[config.mk]
export PLATFORM = sky130hd
export DESIGN_NAME = prct_front
export DESIGN_NICKNAME = d
export VERILOG_FILES = /design/src/hdl/page_reference_counter_table_unit_macros.svh /design/src/hdl/prct_pkg.sv /design/src/hdl/prct_front.sv
export SDC_FILE = /design/constraint.sdc
export NUM_CORES = 1
export LEC_CHECK = 0
export ABC_AREA = 1
export BUFFER_PORTS_ARGS = -buffer_cell sky130_fd_sc_hd__buf_2
export CELL_PAD_IN_SITES_DETAIL_PLACEMENT = 1
export CELL_PAD_IN_SITES_GLOBAL_PLACEMENT = 1
export CORE_MARGIN = 1
export CORE_UTILIZATION = 35
export CTS_CLUSTER_SIZE = 16
export DETAILED_ROUTE_END_ITERATION = 16
export PLACE_DENSITY = 0.8
export SLEW_MARGIN = 25
export SYNTH_ARGS = -nofsm -noshare
export SYNTH_HDL_FRONTEND = slang
export SYNTH_SLANG_ARGS = --single-unit
[constraint.sdc]
create_clock -name aclk -period 2.2 [get_ports aclk]
set_input_delay 0.44 -clock aclk [delete_from_list [all_inputs] [get_ports aclk]]
set_output_delay 0.44 -clock aclk [all_outputs]
set_load 0.01 [all_outputs]
[src/hdl/page_reference_counter_table_unit_macros.svh]
// Assertion macros shared by the page reference count table modules.
// Depends on a clock named aclk and an active-low reset named aresetn in scope.
`ifndef PAGE_REFERENCE_COUNTER_TABLE_UNIT_MACROS_SVH
`define PAGE_REFERENCE_COUNTER_TABLE_UNIT_MACROS_SVH

// Checks that the consequent holds in the same cycle as the antecedent.
`define PRCT_ASSERT_SAME(label, ante, cons, msg) \
    label: assert property (@(posedge aclk) disable iff (!aresetn) \
        (ante) |-> (cons)) else $error(msg);

// Checks that the consequent holds in the cycle after the antecedent.
`define PRCT_ASSERT_NEXT(label, ante, cons, msg) \
    label: assert property (@(posedge aclk) disable iff (!aresetn) \
        (ante) |=> (cons)) else $error(msg);

`endif

[src/hdl/prct_pkg.sv]
// Types, constants and codes shared by the page reference count table.
// No dependencies.
`timescale 1ns / 1ps

package prct_pkg;

    localparam int PAGE_COUNT = 8192;
    localparam int PAGE_SHIFT = 12;
    localparam int FRAME_W = $clog2(PAGE_COUNT);
    localparam int ADDR_W = 48;
    localparam int COUNT_W = 16;
    localparam int CFG_IDX_W = 1;
    localparam int QUEUE_DEPTH = 4;
    localparam int QPTR_W = $clog2(QUEUE_DEPTH);

    localparam logic [ADDR_W-1:0] RAM_BASE_RST = 48'd0;
    localparam logic [ADDR_W-1:0] RAM_END_RST = 48'd33554432;
    localparam logic [COUNT_W-1:0] COUNT_MAX = 16'hFFFF;

    typedef enum logic [CFG_IDX_W-1:0] {
        CFG_RAM_BASE = 1'b0,
        CFG_RAM_END  = 1'b1
    } cfg_idx_t;

    typedef enum logic [1:0] {
        CMD_SET     = 2'd0,
        CMD_GET     = 2'd1,
        CMD_ACQUIRE = 2'd2,
        CMD_RELEASE = 2'd3
    } cmd_t;

    typedef enum logic [1:0] {
        ST_OK        = 2'd0,
        ST_BAD_ADDR  = 2'd1,
        ST_OVERFLOW  = 2'd2,
        ST_UNDERFLOW = 2'd3
    } status_t;

    typedef enum logic [1:0] {
        BK_CLEAR = 2'd0,
        BK_FETCH = 2'd1,
        BK_EXEC  = 2'd2
    } back_state_t;

    typedef struct packed {
        cmd_t               cmd;
        logic               bad;
        logic [FRAME_W-1:0] frame;
        logic [COUNT_W-1:0] new_count;
    } req_t;

endpackage

[src/hdl/prct_front.sv]
// Front end: holds the address window registers and classifies each request.
// Depends on prct_pkg.
`timescale 1ns / 1ps

module prct_front (
    input  logic                               aclk,
    input  logic                               aresetn,
    input  logic                               cfg_we,
    input  logic [prct_pkg::CFG_IDX_W-1:0]     cfg_index,
    input  logic [prct_pkg::ADDR_W-1:0]        cfg_wdata,
    input  logic                               s_tvalid,
    output logic                               s_tready,
    input  logic [1:0]                         s_cmd,
    input  logic [prct_pkg::ADDR_W-1:0]        s_addr,
    input  logic [prct_pkg::COUNT_W-1:0]       s_new_count,
    input  logic                               clear_busy,
    input  logic                               q_full,
    output logic                               q_push,
    output prct_pkg::req_t                     q_wdata
);

    localparam int HI_W = prct_pkg::ADDR_W - prct_pkg::PAGE_SHIFT;

    logic [prct_pkg::ADDR_W-1:0] ram_base_reg;
    logic [prct_pkg::ADDR_W-1:0] ram_end_reg;
    logic [prct_pkg::ADDR_W-1:0] diff;
    logic [HI_W-1:0]             frame_wide;
    prct_pkg::cmd_t              cmd;
    logic                        in_range;
    logic                        frame_ok;
    logic                        aligned;
    logic                        need_align;

    always_ff @(posedge aclk) begin
        if (!aresetn) begin
            ram_base_reg <= prct_pkg::RAM_BASE_RST;
            ram_end_reg  <= prct_pkg::RAM_END_RST;
        end else if (cfg_we) begin
            unique case (prct_pkg::cfg_idx_t'(cfg_index))
                prct_pkg::CFG_RAM_BASE: ram_base_reg <= cfg_wdata;
                prct_pkg::CFG_RAM_END:  ram_end_reg  <= cfg_wdata;
                default: ;
            endcase
        end
    end

    always_comb begin
        cmd        = prct_pkg::cmd_t'(s_cmd);
        diff       = s_addr - ram_base_reg;
        frame_wide = diff[prct_pkg::ADDR_W-1:prct_pkg::PAGE_SHIFT];
        in_range   = (s_addr >= ram_base_reg) && (s_addr < ram_end_reg);
        frame_ok   = frame_wide < HI_W'(prct_pkg::PAGE_COUNT);
        aligned    = s_addr[prct_pkg::PAGE_SHIFT-1:0] == '0;
        need_align = (cmd == prct_pkg::CMD_ACQUIRE) || (cmd == prct_pkg::CMD_RELEASE);

        q_wdata.cmd       = cmd;
        q_wdata.bad       = !(in_range && frame_ok && (aligned || !need_align));
        q_wdata.frame     = frame_wide[prct_pkg::FRAME_W-1:0];
        q_wdata.new_count = s_new_count;
    end

    assign s_tready = !q_full && !clear_busy;
    assign q_push   = s_tvalid && s_tready;

endmodule

==> results by group <==
Outcome
  – Outcome: finished, violations left
  – Failing checks: setup timing

Hold path
  – Worst hold path class: in2reg
  – WHS Endpoint: ram_base_reg[0]$_SDFFE_PN0P_
  – Worst hold path stage count: 3
  – HP Start: cfg_wdata[0]

Route
  – Antenna-violating nets left: 0
  – Drc violations: 0
  – Iteration-0 DRC Markers: 542
  – First-pass DRT Iterations: 7
  – Routed vias: 10660
  – DR vias/cell: 5.18
  – Routed len/inst: 18.0 um
  – WL final: 37000 um

Logic synthesis
  – Post-Syn Area: 0.00854 mm2
  – Syn Nets: 1660
  – Netlist cell types: 31
  – Post-synthesis sequential area ratio: 22.5%
  – #FFs+latches synth: 96
  – Post-Synthesis Cells: 1444
  – Syn_area_per_cell: 5.91 um2
  – Ys Warns: 0

GRT
  – Global Route Usage Sum: 27.3%
  – M1 GR Usage: 31.8%
  – Vias in the first global route: 10843
  – GRT overflow: 0
  – First-pass GRT wire length: 53200 um
  – Global route hottest layer: met2
  – Antenna violations before repair: 0
  – Largest net degree at the start of global routing: 97
  – Met2 usage: 50.5%
  – Met3 Use GR: 3.01%

Critical path
  – Crit end category: output pin
  – Reg2reg setup slack: 1360 ps
  – CP startpoint kind: register
  – R2r startpoint: ram_base_reg[16]$_SDFFE_PN0P_
  – Worst EP arrival: 2730 ps
  – Worst setup path category: reg2out
  – R2R depth: 4
  – Crit Reg-Reg Endpoint: ram_base_reg[16]$_SDFFE_PN0P_
  – CP max FO: 4
  – Critical Path RT: 1760 ps

STA
  – Setup WS post-layout: -974 ps
  – RSZ-0062 raised after global routing: yes
  – Tmin final: 3170 ps
  – Worst-Margin Slew: 524 ps
  – Max Fclk: 0.315 GHz
  – Endpoints failing setup: 14
  – Final setup TNS: -6760 ps
  – Clk_skew: 0 ps
  – Final Hold Violating Endpoints: 0
  – Max Transition Viols Final: 0
  – Final worst-path cycle share: 144%
  – Slew margin rel.: 64.9%

Clock network
  – CTS Sinks: 96
  – TritonCTS Buffers: 9
  – CTS tree: done
  – # hold bufs at CTS: 0
  – H-tree Lvls: 3
  – CTS clk-pin slew, worst paths: 80 ps
  – Clock Tree Root: clkbuf_16
  – Clk_lat worst skew: 370 ps
  – Clock buffer depth: 2

Layout
  – Commonest non-fill, non-tap cell in the layout: nand2_1
  – Fin nets: 1951
  – Commonest non-fill, non-tap cells in the layout: 250 x nand2_1, 234 x inv_1, 187 x buf_4
  – Layout Utilization: 54.7%
  – Diode count: 0
  – Layout cells sized above 1: 42.6%
  – P&R area growth vs syn: 51.7%

Place
  – GP Congestion: 0.944
  – PortBufs: 120
  – DP HPWL: 25700 um
  – Setup WS pre-CTS: -820 ps

Floorplan
  – Die area: 0.0250 mm2
  – # IOs: 155
  – DIE WIDTH: 158 um
  – Die height: 158 um
  – Core area: 0.0237 mm2
  – Rows: 56
  – Initial Util: 36.1%

Run
  – Max-cap viol count: 0

Power
  – Max VDD drop: 0.367 mV
  – Leakage: 6.33 nW
  – Power Dens Cells: 535 mW/mm2
  – Design Power: 6.93 mW
## power breakdown
group / switching, mW / total [mW] / internal [mW]
combinational: 1.96 / 3.40 / 1.44
clock: 0.828 / 1.64 / 0.812
sequential: 0.0372 / 1.90 / 1.86
## cell usage after synthesis
cell      number  area share [%]
nor3b_1        1           0.088
nand3_1       50             2.9
nand3_2        1            0.12
o31ai_1        1           0.088
nor3_1         7            0.41
a21boi_0       1           0.088
buf_4         18             1.6
or2_2          1           0.073
nor3_2         1            0.12
or2_1          1           0.073
nor2_2         8            0.59
nor2_1       117             5.1
inv_1        297              13
nand3b_1       3            0.26
nand2_2        6            0.44
nand4_1       11            0.81
a21oi_1      156             9.1
dfxtp_1       96              23
o211ai_1       4            0.35
and2_0         1           0.073
o21ai_0      108             6.3
o21bai_1       5            0.44
a21o_1         6            0.53
o21a_1         4            0.35
nand2_1      397              17
o21ai_1        1           0.059
clkbuf_1      30             1.3
and2_1         2            0.15
ha_1          95              14
xnor2_1        2            0.21
xor2_1        13             1.3
## routing by layer
metal | vias to the layer above | wire [um]
li1 | 5059 | -
met1 | 5167 | 15000
met2 | 312 | 18700
met3 | 122 | 1660
met4 | 0 | 1660
met5 | - | 0
## final cells by class
| type | count | area (um2) |
|---|---|---|
| Tap cell | 319 | 399 |
| Fill cell | 3138 | 10700 |
| Sequential cell | 96 | 1950 |
| Multi-Input combinational cell | 1003 | 6940 |
| Inverter | 297 | 1120 |
| Clock inverter | 5 | 40.0 |
| Clock buffer | 11 | 243 |
| Timing Repair Buffer | 328 | 2280 |
## what timing repair did
item                                    4_1_cts  5_1_grt
endpoints found under the setup margin       14       14
gates resized for setup                     245      140
pin swaps                                    76      119
buffers inserted                             10       17
## through the flow
stage,cells,area [um2],hold WS (ps)
floorplan,1444,9200,433
global placement,2027,11400,441
detailed placement,2027,11400,450
CTS,2048,12500,330
global route,2059,13000,344
finish,2059,13000,331
## critical path, stage by stage, from the launching register on
cell and delay, ps:
dfxtp_2 330, inv_2 50, ha_4 270, nand2_4 110
inv_1 60, nand2_1 120, nand2_2 90, nand2_1 100
nand2_2 100, a21oi_2 180, nand2_2 90, nand2_1 70
nand2_1 50, nor2_1 90, nand2_1 70, nor2_2 120
nand2_1 60, nor2_1 120, nand3_1 110, buf_2 160
## logic make-up after synthesis
family,Yosys count,share of synthesized area [%]
AO/OA/AOI/OAI,286,17.4
AND/OR/NAND/NOR,607,28.7
XOR/XNOR,15,1.54
flip-flops,96,22.5
adder cells (fa/ha/maj),95,13.9
buffers and inverters,345,16.0
## worst max-delay path by stage
stage	slack [ps]	start	to
after CTS	-830	ram_base_reg[32]$_SDFFE_PN0P_	q_wdata[29]
after floorplan	-60	s_addr[9]	q_wdata[29]
after global routing	-1100	ram_base_reg[16]$_SDFFE_PN0P_	q_wdata[29]
after global placement	-880	s_addr[34]	q_wdata[29]
after detailed placement	-820	s_addr[18]	q_wdata[29]
final	-970	ram_base_reg[14]$_SDFFE_PN0P_	q_wdata[29]
(Power assumes the default switching activity.)
