**config.mk**
```make
export PLATFORM = sky130hd
export DESIGN_NAME = prct_fifo
export DESIGN_NICKNAME = d
export VERILOG_FILES = /design/src/hdl/page_reference_counter_table_unit_macros.svh /design/src/hdl/prct_pkg.sv /design/src/hdl/prct_fifo.sv
export SDC_FILE = /design/constraint.sdc
export NUM_CORES = 1
export LEC_CHECK = 0
export BUFFER_PORTS_ARGS = -buffer_cell sky130_fd_sc_hd__buf_2
export CAP_MARGIN = 20
export CORE_MARGIN = 5
export CORE_UTILIZATION = 56
export CTS_CLUSTER_DIAMETER = 60
export CTS_CLUSTER_SIZE = 25
export DETAILED_ROUTE_END_ITERATION = 7
export PLACE_DENSITY = 0.75
export SLEW_MARGIN = 20
export SYNTH_ARGS = -nofsm -noshare
export SYNTH_HDL_FRONTEND = slang
export SYNTH_SLANG_ARGS = --single-unit
export TNS_END_PERCENT = 5
```
**constraint.sdc**
```tcl
create_clock -name aclk -period 2.68 [get_ports aclk]
set_clock_uncertainty 0.15 [all_clocks]
set_input_delay 0.536 -clock aclk [delete_from_list [all_inputs] [get_ports aclk]]
set_output_delay 0.536 -clock aclk [all_outputs]
set_load 0.1 [all_outputs]
```
**src/hdl/page_reference_counter_table_unit_macros.svh**
```systemverilog
// Assertion macros shared by the page reference count table modules.
// Depends on a clock named aclk and an active-low reset named aresetn in scope.
`ifndef PAGE_REFERENCE_COUNTER_TABLE_UNIT_MACROS_SVH
`define PAGE_REFERENCE_COUNTER_TABLE_UNIT_MACROS_SVH

// Checks that the consequent holds in the same cycle as the antecedent.
`define PRCT_ASSERT_SAME(label, ante, cons, msg) \
    label: assert property (@(posedge aclk) disable iff (!aresetn) \
        (ante) |-> (cons)) else $error(msg);

// Checks that the consequent holds in the cycle after the antecedent.
`define PRCT_ASSERT_NEXT(label, ante, cons, msg) \
    label: assert property (@(posedge aclk) disable iff (!aresetn) \
        (ante) |=> (cons)) else $error(msg);

`endif

```
**src/hdl/prct_pkg.sv**
```systemverilog
// Types, constants and codes shared by the page reference count table.
// No dependencies.
`timescale 1ns / 1ps

package prct_pkg;

    localparam int PAGE_COUNT = 8192;
    localparam int PAGE_SHIFT = 12;
    localparam int FRAME_W = $clog2(PAGE_COUNT);
    localparam int ADDR_W = 48;
    localparam int COUNT_W = 16;
    localparam int CFG_IDX_W = 1;
    localparam int QUEUE_DEPTH = 4;
    localparam int QPTR_W = $clog2(QUEUE_DEPTH);

    localparam logic [ADDR_W-1:0] RAM_BASE_RST = 48'd0;
    localparam logic [ADDR_W-1:0] RAM_END_RST = 48'd33554432;
    localparam logic [COUNT_W-1:0] COUNT_MAX = 16'hFFFF;

    typedef enum logic [CFG_IDX_W-1:0] {
        CFG_RAM_BASE = 1'b0,
        CFG_RAM_END  = 1'b1
    } cfg_idx_t;

    typedef enum logic [1:0] {
        CMD_SET     = 2'd0,
        CMD_GET     = 2'd1,
        CMD_ACQUIRE = 2'd2,
        CMD_RELEASE = 2'd3
    } cmd_t;

    typedef enum logic [1:0] {
        ST_OK        = 2'd0,
        ST_BAD_ADDR  = 2'd1,
        ST_OVERFLOW  = 2'd2,
        ST_UNDERFLOW = 2'd3
    } status_t;

    typedef enum logic [1:0] {
        BK_CLEAR = 2'd0,
        BK_FETCH = 2'd1,
        BK_EXEC  = 2'd2
    } back_state_t;

    typedef struct packed {
        cmd_t               cmd;
        logic               bad;
        logic [FRAME_W-1:0] frame;
        logic [COUNT_W-1:0] new_count;
    } req_t;

endpackage

```
**src/hdl/prct_fifo.sv**
```systemverilog
// Short request queue between the front end and the back end.
// Depends on prct_pkg.
`timescale 1ns / 1ps

module prct_fifo (
    input  logic           aclk,
    input  logic           aresetn,
    input  logic           push,
    input  prct_pkg::req_t wdata,
    input  logic           pop,
    output prct_pkg::req_t rdata,
    output logic           full,
    output logic           empty
);

    prct_pkg::req_t                 slot_reg [prct_pkg::QUEUE_DEPTH];
    logic [prct_pkg::QPTR_W-1:0]    wr_ptr_reg;
    logic [prct_pkg::QPTR_W-1:0]    rd_ptr_reg;
    logic [prct_pkg::QPTR_W:0]      fill_reg;
    logic [prct_pkg::QPTR_W:0]      fill_next;

    always_comb begin
        fill_next = fill_reg;
        if (push && !pop) begin
            fill_next = fill_reg + 1'b1;
        end else if (pop && !push) begin
            fill_next = fill_reg - 1'b1;
        end
    end

    always_ff @(posedge aclk) begin
        if (!aresetn) begin
            wr_ptr_reg <= '0;
            rd_ptr_reg <= '0;
            fill_reg   <= '0;
        end else begin
            if (push) begin
                wr_ptr_reg <= wr_ptr_reg + 1'b1;
            end
            if (pop) begin
                rd_ptr_reg <= rd_ptr_reg + 1'b1;
            end
            fill_reg <= fill_next;
        end
    end

    always_ff @(posedge aclk) begin
        if (push) begin
            slot_reg[wr_ptr_reg] <= wdata;
        end
    end

    assign rdata = slot_reg[rd_ptr_reg];
    assign full  = fill_reg == (prct_pkg::QPTR_W+1)'(prct_pkg::QUEUE_DEPTH);
    assign empty = fill_reg == '0;

endmodule

```
==> run summary, run 1 <==
The run finished with clean final reports. The dominant combinational cell family by area after synthesis is multiplexers. The number of remaining DRC errors is 0. Measured against the total synthesized area, the mux share comes to 14.7%. Counting cells, the worst reg-to-reg path comes to 3.

Using the TritonRoute via totals, the vias-per-cell ratio works out to 5.72. The share of power burned in combinational logic is 19.1%. The count of hold-fix buffers inserted at cts came out at 0. The cell with the largest stage delay on the worst path is sky130_fd_sc_hd__mux4_2. Entering global routing, the biggest net connects 33 pins. The top cell types in the final layout, fill and taps aside, are 128 x sky130_fd_sc_hd__edfxtp_1, 37 x sky130_fd_sc_hd__buf_2, 32 x sky130_fd_sc_hd__buf_4, 31 x sky130_fd_sc_hd__mux4_2, 17 x sky130_fd_sc_hd__clkbuf_16. The data arrival time of the worst path is 1900 ps.

The static leakage power is 2.22 nW. The fraction of power spent switching nets came out at 28.9%. The H-tree level count is 4. At the end of routability-driven placement, the weighted congestion stood at 0.657. The sequential share of the synthesized area came out at 78.8%. The wire length per cell is 22.0 um. The aggregate global-route resource usage is 17.8%. The clock network latency to the later pin of the worst-skew pair came out at 510 ps. Broken down by cell family, the worst path's largest delay share belongs to multiplexers. The largest single stage delay on the critical path is 580 ps. The residual antenna-violating net count after detailed routing came out at 0.

The relative slew slack came out at 66.8%. The total of warnings raised by yosys came out at 0. The area growth from synthesis to final layout is 24.2%. The min-delay analysis places its worst path in the category in2reg. The largest fanout on the critical path is 16. Registers are responsible for 42.8% of the overall power. The count of pins on the block boundary came out at 70. The post-synthesis cell area is 5100 um^2. The root buffer selected by CTS is sky130_fd_sc_hd__clkbuf_8. STA classifies the critical path endpoint as an output port. The max-cap violation count came out at 0. The time the worst path needs with I/O delays and setup is 2590 ps. The total via count after detailed routing is 2402. Setup slack on the worst reg-to-reg path comes out at 870 ps.

The via count of the first global-routing pass came to 2605. The final global-route overflow total is 0. The overall die area is 11100 um^2.

Summing the areas of all compound-gate instances in the mapped netlist gives 0.245% of the synthesized area. The library cell used most frequently in the layout, excluding fill and tap cells, is sky130_fd_sc_hd__edfxtp_1. The post-layout total power is 5.84 mW.

The post-route clock period utilization is 96.5%. The arithmetic-cell share of the synthesized area counting full adders, half adders and majority gates is 1.62%. The maximum frequency from static timing analysis came out at 387 MHz. The average size of a mapped cell came out at 24.3 um^2. Clock tree synthesis inserted a total of 17 buffers. In this run the critical register-to-register path is captured at slot_reg[3][16].

Setup repair after global routing left no endpoint under its margin. After synthesis the netlist holds a flip-flop and latch count of 137. Setup violations remaining at the end of the flow were counted as 0. The placeable core region is 8810 um^2. The critical path contains buffers and inverters numbering 2 combined. By startpoint and endpoint, the worst setup path is classified as reg2out.

The critical path goes through clkbuf_16 -> mux4_2 -> buf_12. The internal power of the cells totals 4.15 mW. The number of flip-flops in the largest register is 128. The floorplan has 34 rows. The final count of hold timing violations is 0. The worst voltage drop across the vdd grid is 0.508 mV. The reg-to-reg startpoint is wr_ptr_reg[0]. The first-pass GRT wire length came out at 14500 um. The post-CTS setup-driven buffer insertion count is 0. The count of fill cells added during filler insertion came out at 490. The ratio of cells with drive above 1 in the final layout came out at 46.8%.

The total inserted antenna cells came out at 0. The vertical die dimension is 105 um. The number of nets in the synthesized netlist came out at 252. The total power per unit cell area came out at 922 nW/um^2.

The data required time of the critical path came out at 1990 ps. The number of buffers added on ports is 69. The final total negative setup slack is 0 ps. The clock share of power came out at 38.1%.

The floorplan die width came out at 105 um. For this configuration, the core starts out at a cell density of 58.0%. The analysis attributes to net switching a power of 1.69 mW.

The worst min-delay path startpoint is wdata[21]. The xor/xnor share of the synthesized area is 0.858%. For this run, the detailed router's first-pass iteration total came to 4. The buffer levels on the longest clock path is 2. The number of nets in the layout is 343. The post-detailed-placement half-perimeter wirelength came out at 5480 um.

The path length in cells of the critical path is 3. The clock transition at the registers of the reported paths is 60 ps. The area fraction in and, or, nand and nor cells after synthesis is 1.79%. The final layout contains routed wiring with a total length of 9240 um. The total count of max-transition violations in the final report is 0. The worst setup path is launched from a flop. In this run, distinct cell masters in the synthesized netlist total 21. The CTS tree is yes. The initial antenna violation count came out at 0. The iteration-0 DRC count of the detailed router is 116. The transition time at the pin with the least slew margin came out at 498 ps. In this run the worst setup path terminates at rdata[23]. The number of standard cells after synthesis came out at 210. Clock tree synthesis found a total of 137 sinks.
how the worst min path moves through the flow:
| stage | slack [ps] | endpoint | depth (start not counted) |
|---|---|---|---|
| after detailed placement | 360 | fill_reg[2] | 2 |
| after global placement | 350 | fill_reg[2] | 2 |
| after CTS | 60 | slot_reg[1][15] | 1 |
| after global routing | 60 | slot_reg[1][15] | 1 |
| final | 90 | slot_reg[1][21] | 1 |
| after floorplan | 320 | fill_reg[2] | 2 |
cell usage after synthesis, drive strengths merged:
| library cell | instances | area, um^2 |
|---|---|---|
| nor2b | 2 | 12.5 |
| xnor2 | 2 | 17.5 |
| fa | 1 | 20.0 |
| dfxtp | 9 | 180 |
| inv | 4 | 15.0 |
| ha | 5 | 62.6 |
| nor3b | 1 | 7.51 |
| buf | 7 | 86.3 |
| o21ai | 1 | 5.00 |
| nand2 | 1 | 3.75 |
| mux2i | 2 | 20.0 |
| xor2 | 3 | 26.3 |
| and2 | 9 | 56.3 |
| edfxtp | 128 | 3840 |
| mux4 | 32 | 728 |
| nor3 | 1 | 5.00 |
| a21boi | 1 | 7.51 |
| or3 | 1 | 6.26 |
cell families after synthesis:
| group | after synthesis |
|---|---|
| fa+ha+maj | 6 |
| xor+xnor | 5 |
| flops | 137 |
| buf+inv | 11 |
| mux | 34 |
| compound gates | 2 |
| simple gates | 15 |
power groups by stage:
stage               Combinational, mW  Sequential, mW  Clock [mW]
finish                           1.11            2.50        2.22
global route                     1.16            2.51        2.37
CTS                              1.11            2.50        2.26
detailed placement               1.06            2.54           0
global placement                 1.05            2.54           0
floorplan                       0.876            2.53           0
routing by layer:
| metal | vias up | global-route usage, % | wire (um) |
|---|---|---|---|
| met2 | 84 | 27.6 | 4710 |
| met3 | 16 | 5.62 | 548 |
| met1 | 1247 | 23.5 | 3830 |
| met4 | 0 | 7.59 | 150 |
| met5 | - | 0 | 0 |
| li1 | 1055 | - | - |
layout make-up:
type	instances	area (um^2)	area share, %
Inverter	4	15.0	0.237
Clock inverter	13	156	2.47
Sequential cell	137	4030	63.6
Multi-Input combinational cell	62	985	15.5
Tap cell	108	135	2.13
Timing Repair Buffer	79	604	9.53
Clock buffer	17	414	6.53
worst register-to-register path, stage by stage, from the launching register on:
cell                      delay, ps
sky130_fd_sc_hd__dfxtp_1        410
sky130_fd_sc_hd__ha_1           180
sky130_fd_sc_hd__and2_2         470
sky130_fd_sc_hd__buf_4          310
what timing repair did:
item | in CTS | in global routing
resized for setup | 32 | 3
cloned | 0 | 1
setup endpoints to repair | 30 | 31
through the flow:
step / hold WS, ps / setup slack, ps / utilization, % / std cells / cell area, um^2
CTS: 63.7 / -13.4 / 71.7 / 419 / 6310
global route: 61.0 / 17.9 / 72.0 / 420 / 6340
finish: 88.3 / 93.9 / 72.0 / 420 / 6340
detailed placement: 363 / 473 / 64.3 / 389 / 5660
global placement: 347 / 494 / 64.3 / 389 / 5660
floorplan: 321 / -438 / - / 210 / 5110
No activity file was read; power rests on OpenSTA's default activity.
==> inputs of run 2 (changes only) <==
--- a/config.mk
+++ b/config.mk
@@ -8,11 +8,11 @@
 export BUFFER_PORTS_ARGS = -buffer_cell sky130_fd_sc_hd__buf_2
 export CAP_MARGIN = 20
 export CORE_MARGIN = 5
-export CORE_UTILIZATION = 56
+export CORE_UTILIZATION = 30
 export CTS_CLUSTER_DIAMETER = 60
 export CTS_CLUSTER_SIZE = 25
 export DETAILED_ROUTE_END_ITERATION = 7
-export PLACE_DENSITY = 0.75
+export PLACE_DENSITY = 0.44
 export SLEW_MARGIN = 20
 export SYNTH_ARGS = -nofsm -noshare
 export SYNTH_HDL_FRONTEND = slang
==> run 2 against run 1 <==
Sequential share of layout area fell by 2.7 points. Utilization fell by 32 points. Critical path depth unchanged. Critical path type unchanged. Critical endpoint is now rdata[27]. Highest routed layer is now met5.
==> run summary, run 2 (synthesis results as in run 1) <==
The max-cap violation count came to 0 (unchanged). In this run the worst hold path is classified as in2reg. The count of fill cells added during filler insertion is 1488 (+200%). TritonCTS built the clock tree.

The setup path with the least slack is of type reg2out. In this run the critical register-to-register path is captured at slot_reg[1][18]. The global placer's final weighted congestion was 0.661 (+0.69%).

The clock network latency to the later pin of the worst-skew pair came out at 410 ps (-100 ps). The relative slew slack came out at 62.9% (-3.8 points). The total count of max-transition violations in the final report came out at 0 (unchanged). The detailed route wirelength on metal2 came out at 4570 um (-3.1%).

The initial antenna violation count is 1 (+1). The count of pins on the block boundary came out at 70 (unchanged). The total power per unit cell area came out at 921 nW/um^2 (about the same). The wire length per cell came out at 17.8 um (-19%). The effective utilization at floorplan came out at 30.7% (-27 points). The H-tree level count is 4 (unchanged).

The number of buffers added on ports came out at 69 (unchanged). The first-pass GRT wire length came out at 15000 um (+3.0%). The time the worst path needs with I/O delays and setup came to 2560 ps (-26.3 ps). The aggregate global-route resource usage was 10.3% (-7.4 points).

The buffer levels on the longest clock path came out at 2 (unchanged). The post-detailed-routing wire length is 9520 um (+3.0%). The number of optimization iterations in the first detailed-route pass is 4 (unchanged). The flow ran to the end, and the final reports show no timing, DRC or antenna violations.

Walking the worst path, the cells encountered are buf_6 -> mux4_1 -> buf_2. For hold timing, the worst endpoint is slot_reg[1][9]. The floorplan die width came to 140 um (+33%). The count of endpoints failing setup in the final report came out at 0 (unchanged). The cell type group with the largest total delay on the critical path is multiplexers. The length of routed met3 wiring came out at 521 um (-4.9%). The post-detailed-placement half-perimeter wirelength came out at 6100 um (+11%). The iteration-0 DRC count of the detailed router is 84 (-28%). The vertical die dimension came to 140 um (+33%).

The cell depth of the worst min-delay path came out at 1 (unchanged). The met1 wire length came to 4270 um (+11%). The number of nets in the layout is 344 (+0.29%).

The area used by multi-input combinational logic came to 988 um^2 (+0.38%). Leaving out fill and tap cells, the most frequent cell in the layout is sky130_fd_sc_hd__edfxtp_1. The maximum frequency from static timing analysis came out at 391 MHz (+1.0%). The area growth from synthesis to final layout is 29.5%. The top routing layer in use is met5. The via count of the first global-routing pass is 2640 (+1.3%).

The number of flip-flops in the largest register was 128 (unchanged). The count of buffer and inverter cells on the critical path came to 2 (unchanged). The root buffer selected by CTS is sky130_fd_sc_hd__clkbuf_16. The ratio of cells with drive above 1 in the final layout is 46.7% (-0.13 points). The cell area after placement came out at 5980 um^2 (+5.7%). The total number of clock tree sinks came out at 137 (unchanged).

The data required time of the critical path is 1990 ps (about the same). The residual antenna-violating net count after detailed routing came to 0 (unchanged). The number of remaining DRC errors is 0 (unchanged). The number of buffers created by CTS was 17 (unchanged). The setup slack on the worst flop-to-flop path came out at 910 ps (+40 ps).

The count of hold-fix buffers inserted at cts is 0 (unchanged). The ratio of routed vias to standard cells came out at 4.35 (-24%). The placeable core region is 16600 um^2 (+89%). The total inserted antenna cells came out at 0 (unchanged). The final instance count without filler cells came out at 535 (+27%).

The worst voltage drop across the vdd grid came out at 0.432 mV (-15%). Setup repair after global routing left no endpoint under its margin. The worst setup path is launched from a flop. The largest fanout on the critical path was 13 (-3). The post-CTS setup-driven buffer insertion count came out at 0 (unchanged). The reg-to-reg startpoint is wr_ptr_reg[0]. The post-route clock period utilization is 95.5% (-0.98 points). The data arrival time of the worst path came out at 1870 ps (-30 ps). The clock transition at the registers of the reported paths came to 60 ps (about the same). The worst hold path begins at wdata[9].

The combined flip-flop and latch cell area is 4030 um^2 (about the same). The total via count after detailed routing was 2329 (-3.0%). The maximum number of pins on one net before global-route repair is 20 (-39%). The cell with the largest stage delay on the worst path is sky130_fd_sc_hd__mux4_1. The nature of the critical path endpoint is an output port.

The final count of hold timing violations is 0 (unchanged). The largest stage delay on the critical path is 560 ps (-20 ps). The number of placed cells counting well taps is 503 (+29%).

The depth of the worst register-to-register path was 3 (unchanged). The final global-route overflow total came to 0 (unchanged). The post-cts sizing count was 1 (-97%). Leaving out fill and tap cells, the most frequent cells in the layout are 128 x sky130_fd_sc_hd__edfxtp_1, 54 x sky130_fd_sc_hd__buf_2, 30 x sky130_fd_sc_hd__mux4_2, 17 x sky130_fd_sc_hd__clkbuf_16, 17 x sky130_fd_sc_hd__buf_12. The transition time at the pin with the least slew margin came out at 556 ps (+57.6 ps). The total non-filler cell area in the finished layout came out at 6610 um^2 (+4.3%).

The static leakage power is 2.28 nW (+2.8%). The overall die area was 19700 um^2 (+77%). The number of standard-cell rows in the floorplan is 47 (+38%).
[run 2: power by group]
part	internal [mW]	switching [mW]
sequential	2.45	0.0343
combinational	0.341	0.836
clock	1.56	0.863
total	4.36	1.73
[run 2: layout make-up]
cell class | count | share of cell area [%]
Sequential cell | 137 | 60.9
Inverter | 4 | 0.227
Clock buffer | 18 | 6.49
Tap cell | 220 | 4.16
Clock inverter | 14 | 2.95
Multi-Input combinational cell | 62 | 15.0
Timing Repair Buffer | 80 | 10.3
[run 2: worst max path at each step]
stage / from / to / slack (ps) / cells past startpoint
finish: flop / rdata[27] / 120 / 3
global route: flop / rdata[27] / 20 / 3
CTS: flop / rdata[27] / 70 / 3
detailed placement: flop / rdata[27] / 450 / 3
global placement: flop / rdata[27] / 450 / 3
floorplan: fill_reg[0] / empty / -440 / 1
[run 2: through the flow]
step | utilization [%] | hold WS, ps | setup TNS, ps | power (mW) | worst slack [ps]
global route | 39.7 | 172 | 0 | 6.33 | 15.5
detailed placement | 36.0 | 359 | 0 | 3.73 | 447
finish | 39.7 | 184 | 0 | 6.09 | 120
floorplan | - | 321 | -438 | 3.40 | -438
CTS | 39.7 | 166 | 0 | 6.18 | 70.4
global placement | 36.0 | 347 | 0 | 3.72 | 448
[run 2: per-layer routing]
layer / up-vias / track usage (%)
met1: 1193 / 13.1
li1: 1061 / -
met2: 58 / 15.8
met5: - / 0
met4: 2 / 4.59
met3: 15 / 4.09
